### src/hdl/csvtok_pkg.sv
// Shared types and constants for the CSV field tokenizer.
// Used by the parse core, the result queue, the top level and its checker.
package csvtok_pkg;

  // Widths of the payload fields
  localparam int unsigned BYTE_W   = 8;
  localparam int unsigned LEN_W    = 12;
  localparam int unsigned KIND_W   = 2;
  localparam int unsigned CFG_W    = 12;
  localparam int unsigned S_DATA_W = 8;
  localparam int unsigned M_DATA_W = 24;

  // Hard cap on kept characters; the limit in force is min(register, FIELD_LIMIT - 1)
  localparam int unsigned FIELD_LIMIT = 4096;

  // Default depth of the result queue, at least two
  localparam int unsigned RESQ_DEPTH = 4;

  // Register indexes on the configuration port
  localparam logic REG_MAX_FIELD_CHARS = 1'b0;
  localparam logic REG_SKIP_HEADER     = 1'b1;

  // Register reset values
  localparam logic [LEN_W-1:0] MAX_CHARS_RESET = 12'hFFF;
  localparam logic             SKIP_RESET      = 1'b1;

  // Character codes
  localparam logic [BYTE_W-1:0] CH_QUOTE = 8'h22;
  localparam logic [BYTE_W-1:0] CH_COMMA = 8'h2C;
  localparam logic [BYTE_W-1:0] CH_LF    = 8'h0A;
  localparam logic [BYTE_W-1:0] CH_CR    = 8'h0D;
  localparam logic [BYTE_W-1:0] CH_ZERO  = 8'h30;
  localparam logic [BYTE_W-1:0] CH_NINE  = 8'h39;

  // Input word type carried on s_tuser
  localparam logic REQ_DATA = 1'b0;
  localparam logic REQ_END  = 1'b1;

  typedef enum logic [KIND_W-1:0] {
    KIND_CHAR   = 2'd0,
    KIND_COMMA  = 2'd1,
    KIND_RECORD = 2'd2,
    KIND_END    = 2'd3
  } out_kind_t;

  typedef enum logic [2:0] {
    MODE_HDR_CHECK  = 3'd0,
    MODE_HDR_SKIP   = 3'd1,
    MODE_START      = 3'd2,
    MODE_UNQUOTED   = 3'd3,
    MODE_QUOTED     = 3'd4,
    MODE_QUOTE_SEEN = 3'd5,
    MODE_AFTER_CR   = 3'd6
  } parse_mode_t;

  typedef struct packed {
    out_kind_t         kind;
    logic [BYTE_W-1:0] chr;
    logic [LEN_W-1:0]  len;
    logic              trunc;
    logic              last;
  } result_t;

  // Results produced by one accepted word, in order r0 then r1
  typedef struct packed {
    logic [1:0] n;
    result_t    r0;
    result_t    r1;
  } push_t;

endpackage

### src/hdl/csvtok_core.sv
// Parse state, configuration registers and the one-step parse logic.
// Depends on csvtok_pkg.
module csvtok_core import csvtok_pkg::*; (
  input  logic              clk,
  input  logic              rst,
  input  logic              take,
  input  logic              req_type,
  input  logic [BYTE_W-1:0] in_byte,
  input  logic              cfg_we,
  input  logic              cfg_addr,
  input  logic [CFG_W-1:0]  cfg_wdata,
  output push_t             push
);

  typedef enum logic [1:0] {
    ACT_NONE,
    ACT_START,
    ACT_KEEP,
    ACT_DELIM
  } act_t;

  localparam logic [16:0] FIELD_CAP = 17'(FIELD_LIMIT - 1);

  logic [LEN_W-1:0] max_field_chars;
  logic             skip_header_enable;
  parse_mode_t      mode, mode_next;
  logic [LEN_W-1:0] kept, kept_next;
  logic             dropped, dropped_next;
  logic             ended, ended_next;

  logic [LEN_W-1:0] limit;
  logic             is_quote, is_lf, is_cr, is_delim, is_digit;
  out_kind_t        delim_kind;
  act_t             act;

  assign limit = ({5'd0, max_field_chars} < FIELD_CAP) ? max_field_chars
                                                       : FIELD_CAP[LEN_W-1:0];

  assign is_quote   = (in_byte == CH_QUOTE);
  assign is_lf      = (in_byte == CH_LF);
  assign is_cr      = (in_byte == CH_CR);
  assign is_delim   = (in_byte == CH_COMMA) || is_lf || is_cr;
  assign is_digit   = in_byte inside {[CH_ZERO:CH_NINE]};
  assign delim_kind = (in_byte == CH_COMMA) ? KIND_COMMA : KIND_RECORD;

  always_comb begin
    mode_next    = mode;
    kept_next    = kept;
    dropped_next = dropped;
    ended_next   = ended;
    act          = ACT_NONE;
    push         = '0;
    if (take && !ended) begin
      if (req_type == REQ_END) begin
        ended_next = 1'b1;
        if (mode == MODE_UNQUOTED || mode == MODE_QUOTED || mode == MODE_QUOTE_SEEN) begin
          // close the open record, then flag the end
          push.n        = 2'd2;
          push.r0.kind  = KIND_RECORD;
          push.r0.len   = kept;
          push.r0.trunc = dropped;
          push.r0.last  = 1'b0;
          push.r1.kind  = KIND_END;
          push.r1.last  = 1'b1;
          kept_next     = '0;
          dropped_next  = 1'b0;
          mode_next     = MODE_START;
        end else begin
          push.n       = 2'd1;
          push.r0.kind = KIND_END;
          push.r0.last = 1'b1;
        end
      end else begin
        case (mode)
          MODE_HDR_CHECK: begin
            if (skip_header_enable && !is_digit) begin
              mode_next = is_lf ? MODE_START : MODE_HDR_SKIP;
            end else begin
              act = ACT_START;
            end
          end
          MODE_HDR_SKIP: begin
            if (is_lf) begin
              mode_next = MODE_START;
            end
          end
          MODE_UNQUOTED: begin
            act = is_delim ? ACT_DELIM : ACT_KEEP;
          end
          MODE_QUOTED: begin
            if (is_quote) begin
              mode_next = MODE_QUOTE_SEEN;
            end else begin
              act = ACT_KEEP;
            end
          end
          MODE_QUOTE_SEEN: begin
            if (is_quote) begin
              mode_next = MODE_QUOTED;
              act       = ACT_KEEP;
            end else if (is_delim) begin
              act = ACT_DELIM;
            end else begin
              // stray byte after a closing quote: drop it
              mode_next = MODE_QUOTED;
            end
          end
          MODE_AFTER_CR: begin
            if (is_lf) begin
              mode_next = MODE_START;
            end else begin
              act = ACT_START;
            end
          end
          default: begin
            act = ACT_START;
          end
        endcase

        if (act == ACT_START) begin
          if (is_quote) begin
            mode_next = MODE_QUOTED;
            act       = ACT_NONE;
          end else if (is_delim) begin
            act = ACT_DELIM;
          end else begin
            mode_next = MODE_UNQUOTED;
            act       = ACT_KEEP;
          end
        end

        case (act)
          ACT_KEEP: begin
            if (kept < limit) begin
              kept_next     = kept + 1'b1;
              push.n        = 2'd1;
              push.r0.kind  = KIND_CHAR;
              push.r0.chr   = in_byte;
              push.r0.len   = kept + 1'b1;
              push.r0.trunc = dropped;
              push.r0.last  = 1'b1;
            end else begin
              dropped_next = 1'b1;
            end
          end
          ACT_DELIM: begin
            push.n        = 2'd1;
            push.r0.kind  = delim_kind;
            push.r0.len   = kept;
            push.r0.trunc = dropped;
            push.r0.last  = 1'b1;
            kept_next     = '0;
            dropped_next  = 1'b0;
            mode_next     = is_cr ? MODE_AFTER_CR : MODE_START;
          end
          default: begin
          end
        endcase
      end
    end
  end

  always_ff @(posedge clk) begin
    if (rst) begin
      max_field_chars    <= MAX_CHARS_RESET;
      skip_header_enable <= SKIP_RESET;
      mode               <= MODE_HDR_CHECK;
      kept               <= '0;
      dropped            <= 1'b0;
      ended              <= 1'b0;
    end else begin
      if (cfg_we) begin
        case (cfg_addr)
          REG_MAX_FIELD_CHARS: max_field_chars    <= cfg_wdata[LEN_W-1:0];
          REG_SKIP_HEADER:     skip_header_enable <= cfg_wdata[0];
          default: begin
          end
        endcase
      end
      mode    <= mode_next;
      kept    <= kept_next;
      dropped <= dropped_next;
      ended   <= ended_next;
    end
  end

endmodule

### src/hdl/csvtok_resq.sv
// Small result queue: takes up to two words a cycle, gives one on out_ready.
// Depends on csvtok_pkg.
module csvtok_resq import csvtok_pkg::*; #(
  parameter int unsigned DEPTH = RESQ_DEPTH
) (
  input  logic    clk,
  input  logic    rst,
  input  push_t   push,
  output logic    room2,
  output logic    out_valid,
  input  logic    out_ready,
  output result_t out_word
);

  localparam int unsigned PW = (DEPTH > 1) ? $clog2(DEPTH) : 1;
  localparam int unsigned CW = $clog2(DEPTH + 1);

  result_t       mem [DEPTH];
  logic [PW-1:0] wr_ptr, rd_ptr, wr_ptr1;
  logic [CW-1:0] count;
  logic          pop;

  function automatic logic [PW-1:0] ptr_inc(input logic [PW-1:0] p);
    return (p == PW'(DEPTH - 1)) ? '0 : p + 1'b1;
  endfunction

  assign wr_ptr1   = ptr_inc(wr_ptr);
  assign out_valid = (count != '0);
  assign out_word  = mem[rd_ptr];
  assign pop       = out_valid && out_ready;
  assign room2     = (count <= CW'(DEPTH - 2));

  always_ff @(posedge clk) begin
    if (push.n != 2'd0) begin
      mem[wr_ptr] <= push.r0;
    end
    if (push.n == 2'd2) begin
      mem[wr_ptr1] <= push.r1;
    end
  end

  always_ff @(posedge clk) begin
    if (rst) begin
      wr_ptr <= '0;
      rd_ptr <= '0;
      count  <= '0;
    end else begin
      case (push.n)
        2'd1:    wr_ptr <= wr_ptr1;
        2'd2:    wr_ptr <= ptr_inc(wr_ptr1);
        default: wr_ptr <= wr_ptr;
      endcase
      if (pop) begin
        rd_ptr <= ptr_inc(rd_ptr);
      end
      count <= count + CW'(push.n) - CW'(pop);
    end
  end

endmodule

### src/hdl/csv_field_tokenizer_unit.sv
// Top level of the CSV field tokenizer: stream ports, configuration port,
// parse core and result queue. Depends on csvtok_pkg, csvtok_core, csvtok_resq.
//
//  channel   dir  handshake          payload
//  s_*       in   s_tvalid/s_tready  tdata: in_byte; tuser: req_type
//  m_*       out  m_tvalid/m_tready  tdata: char, length, truncated; tuser: kind;
//                                    tlast: last_result
//  cfg_*     in   cfg_we             cfg_addr: register index; cfg_wdata: value
//
// One input word is parsed in the cycle it is accepted; its results (0, 1 or 2
// words) go into the result queue and show on m_* once older words have left.
// A word can be accepted every cycle; s_tready drops only when the queue has
// fewer than two free slots, since an end marker inside a field puts two words
// in at once. Results leave at one word per cycle while m_tready is high, so a
// steady run of single-result words flows without a gap.
// rst is synchronous: it restores the register defaults, returns the parser
// to the header check and empties the queue.
// A stall on m_* holds the queue head; s_* flows while two slots are free.
module csv_field_tokenizer_unit import csvtok_pkg::*; #(
  parameter int unsigned QUEUE_DEPTH = RESQ_DEPTH
) (
  input  logic                clk,
  input  logic                rst,
  // slave side
  input  logic                s_tvalid,
  output logic                s_tready,
  input  logic [S_DATA_W-1:0] s_tdata,   // [7:0] in_byte
  input  logic                s_tuser,   // [0] req_type
  // master side
  output logic                m_tvalid,
  input  logic                m_tready,
  output logic [M_DATA_W-1:0] m_tdata,   // [7:0] out_char, [19:8] field_length,
                                         // [20] field_truncated, [23:21] zero
  output logic [KIND_W-1:0]   m_tuser,   // [1:0] out_kind
  output logic                m_tlast,   // last_result
  // configuration
  input  logic                cfg_we,
  input  logic                cfg_addr,
  input  logic [CFG_W-1:0]    cfg_wdata
);

  logic    take;
  logic    room2;
  push_t   push;
  result_t head;

  // accept a word whenever two queue slots are free
  assign s_tready = room2;
  assign take     = s_tvalid && s_tready;

  csvtok_core u_core (
    .clk       (clk),
    .rst       (rst),
    .take      (take),
    .req_type  (s_tuser),
    .in_byte   (s_tdata[BYTE_W-1:0]),
    .cfg_we    (cfg_we),
    .cfg_addr  (cfg_addr),
    .cfg_wdata (cfg_wdata),
    .push      (push)
  );

  csvtok_resq #(
    .DEPTH (QUEUE_DEPTH)
  ) u_resq (
    .clk       (clk),
    .rst       (rst),
    .push      (push),
    .room2     (room2),
    .out_valid (m_tvalid),
    .out_ready (m_tready),
    .out_word  (head)
  );

  // pack the queue head onto the master side
  assign m_tdata = {3'b000, head.trunc, head.len, head.chr};
  assign m_tuser = head.kind;
  assign m_tlast = head.last;

endmodule

### config.mk
export PLATFORM = sky130hd
export DESIGN_NAME = csv_field_tokenizer_unit
export DESIGN_NICKNAME = d
export VERILOG_FILES = /design/src/hdl/csvtok_pkg.sv /design/src/hdl/csvtok_core.sv /design/src/hdl/csvtok_resq.sv /design/src/hdl/csv_field_tokenizer_unit.sv
export SDC_FILE = /design/constraint.sdc
export NUM_CORES = 1
export LEC_CHECK = 0
export BUFFER_PORTS_ARGS = -buffer_cell sky130_fd_sc_hd__clkbuf_2
export CAP_MARGIN = 20
export CORE_MARGIN = 3
export CORE_UTILIZATION = 45
export CTS_BUF_LIST = sky130_fd_sc_hd__clkbuf_4 sky130_fd_sc_hd__clkbuf_8
export DETAILED_ROUTE_END_ITERATION = 12
export SYNTH_ARGS = -nofsm -noshare
export SYNTH_HDL_FRONTEND = slang
export SYNTH_SLANG_ARGS = --single-unit
export TNS_END_PERCENT = 1
### constraint.sdc
create_clock -name clk -period 7.85 [get_ports clk]
set_input_delay 0.785 -clock clk [delete_from_list [all_inputs] [get_ports clk]]
set_output_delay 0.785 -clock clk [all_outputs]
set_load 0.005 [all_outputs]
==> impl_metrics.yaml <==
run_status:
  status: "finished, final reports clean"
critical_path:
  end_kind: "flop"
  criticalPathCategory: "input port to flop"
  slowest_delay_ns: 0.85
  slowest_stage: "nor3_1"
  start_kind: "input port"
  path_buf_inv: 3
  critPathRequiredTime_ns: 8.05
  crit_path_max_fanout: 14
  critPathArrivalTime_ns: 5.44
  path_delay_family: "compound AO/OA/AOI/OAI gates"
  path_cells: "clkbuf_2, nor3_1, a41o_1, a221oi_1, nor3_2, o21ai_0, a21o_1, ha_1, a21oi_1, buf_4, inv_1"
yosys:
  netlist_instances: 709
  ys_seq_area_share_pct: 40.0
  synth.area.top_cells: "dfxtp_1 35%, a22o_1 9.1%, mux4_2 7.7%"
  yosys.area.top_type: "dfxtp_1"
  synth_most_common_cell: "dfxtp_1"
  synth_top_area_share_pct: 34.9
  synth_common_cells: "123 x dfxtp_1, 78 x nand2_1, 73 x a22o_1"
  syn_avg_cell_area_um2: 9.96
  synth_top_flop_cell: "dfxtp_1"
  synth_edf_count: 12
  syn-cell-area_um2: 7060
  synthArstFlopShare_pct: 0
  synth_warnings: 0
  ys_ff_latch: 135
  ys_types: 83
detailed_routing:
  detail_route.wl_per_cell_um: 19.6
  viasPerCell: 5.98
  drc: 0
  drt-initial-drc-count: 415
  first_pass_iters: 5
  detail-route-antenna-nets: 0
  routed_wl_um: 19000
  vias: 5815
timing:
  layout_min_cycle_time_ns: 5.24
  period_share_pct: 66.8
  rsz0062_at_grt: "false"
  finClkSkew_ns: 0.0193
  fin_setup_tns_ns: 0
  fin_ws_ns: 2.61
  finalHoldViolations: 0
  slew_headroom_pct: 27.3
  tightest_slew_ns: 1.08
  setup_viol: 0
  fmax_ghz: 0.191
  slew_violations: 0
place:
  port_buffers: 52
  preCtsSetupSlack_ns: 2.23
  dp_cells: 939
  hpwl_um: 14000
  gp_congestion: 0.928
  dpl-instance-area_um2: 7450
final_layout:
  finalNonFillerCells: 972
  areaGrowthSynthToFinish_pct: 11.6
  nNetsFinal: 802
  postLayoutCellArea_um2: 7880
  antenna_cells: 0
  num-fill-cells: 1398
  drive_gt1_share_pct: 20.6
cts:
  clk_pin_slew_ns: 0.08
  postCtsHoldBufs: 0
  cts.sinks: 135
  h-tree-depth: 4
  cts_buffers: 17
  cts-resized-gates: 0
  cts-root-buf: "clkbuf_8"
  cts_setup_buffers: 0
  clk_latency_ns: 0.45
  clock_path_buffers: 2
  cts_tree: "built"
power:
  power.leakage_nw: 3.05
  powerDensity_nw_per_um2: 220
  max-vdd-ir-drop_uv: 111
floorplanning:
  die_x_um: 131
  core_area_um2: 15300
  die_h_um: 131
  num_rows: 45
  dieArea_um2: 17200
  ios: 56
  floorplan.initialDensity_pct: 46.3
flow_run:
  drv_cap: 0
grt:
  grtUsageTotal_pct: 22.3
  antenna_found_initial: 0
  grt_max_degree: 25
  grt_pass1_vias: 5684
  grt_overflow: 0
  grt_pass1_wl_um: 31000
min_path:
  hold_class: "flop to flop"
==> layer usage <==
layer  vias to the layer above  track usage (%)  wire (um)
li1                       2760                -          -
met1                      2853             31.4       9120
met2                       178             34.8       8660
met3                        24             4.79        940
met4                         0             6.42        320
met5                         -                0          0
==> cell families after synthesis <==
kind of cell / Yosys count / synth area share (%)
xor gates and xnor gates: 4 / 0.496
muxes: 27 / 8.12
AOI/OAI and AO/OA: 234 / 27.2
and+or+nand+nor: 205 / 14.7
other: 1 / 0.0531
buffers and inverters: 76 / 4.61
DFF: 135 / 40.0
adders and majority gates: 27 / 4.89
==> where the power goes <==
| part | internal [mW] | leakage (nW) | switching [mW] |
|---|---|---|---|
| registers | 0.737 | 1.12 | 0.0276 |
| clock network | 0.330 | 0.207 | 0.287 |
| logic | 0.139 | 1.73 | 0.211 |
==> final timing paths <==
path                  endpoint  cells past startpoint               from  slack, ns
max          u_resq.mem[3][23]                     11         s_tdata[4]       2.61
min          u_resq.mem[2][12]                      2  u_resq.mem[2][12]       0.45
max reg2reg  u_resq.mem[3][23]                     10     u_core.mode[2]       2.88
min reg2reg  u_resq.mem[2][12]                      2  u_resq.mem[2][12]       0.45
==> layout by cell type (no fill, tap or decap), types with 26 or more instances in the layout <==
cell | Yosys | routed
clkbuf_2 | 0 | 52
o211ai_1 | 29 | 29
a21oi_1 | 28 | 28
nand3_1 | 26 | 26
dfxtp_1 | 123 | 123
ha_1 | 26 | 26
o21ai_0 | 28 | 28
nand2_1 | 78 | 78
nor2_1 | 31 | 31
inv_1 | 33 | 33
a22o_1 | 73 | 73
==> metrics by stage <==
| step | hold slack [ns] | util, % | total power, mW |
|---|---|---|---|
| detailed placement | 0.440 | 48.8 | 1.13 |
| finish | 0.455 | 51.6 | 1.73 |
| CTS | 0.457 | 51.6 | 1.75 |
| floorplan | 0.420 | - | 1.03 |
| global route | 0.476 | 51.6 | 1.82 |
| global placement | 0.435 | 48.8 | 1.12 |
==> area by class of cell <==
type	instances	area (um^2)	area share [%]
Clock inverter	13	170	2.16
Timing Repair Buffer	60	320	4.07
Tap cell	211	264	3.35
Clock buffer	19	255	3.24
Multi-Input combinational cell	500	3920	49.7
Inverter	34	128	1.62
Sequential cell	135	2820	35.8
==> tightest hold or removal path: cells and delay by family, from the launching register on <==
kind / cells / cell delay, ns
simple gates: 2 / 0.10
flops: 1 / 0.33
==> sequential cells by signal, indices dropped and copies added, names as in the netlist, named ones only <==
signal                     cells
u_core.kept                   12
u_resq.rd_ptr                  2
u_core.ended                   1
u_core.skip_header_enable      1
u_resq.wr_ptr                  2
u_resq.count                   3
u_resq.mem                    96
u_core.dropped                 1
u_core.mode                    3
u_core.max_field_chars        12
Power figures use the tool's default switching activity.
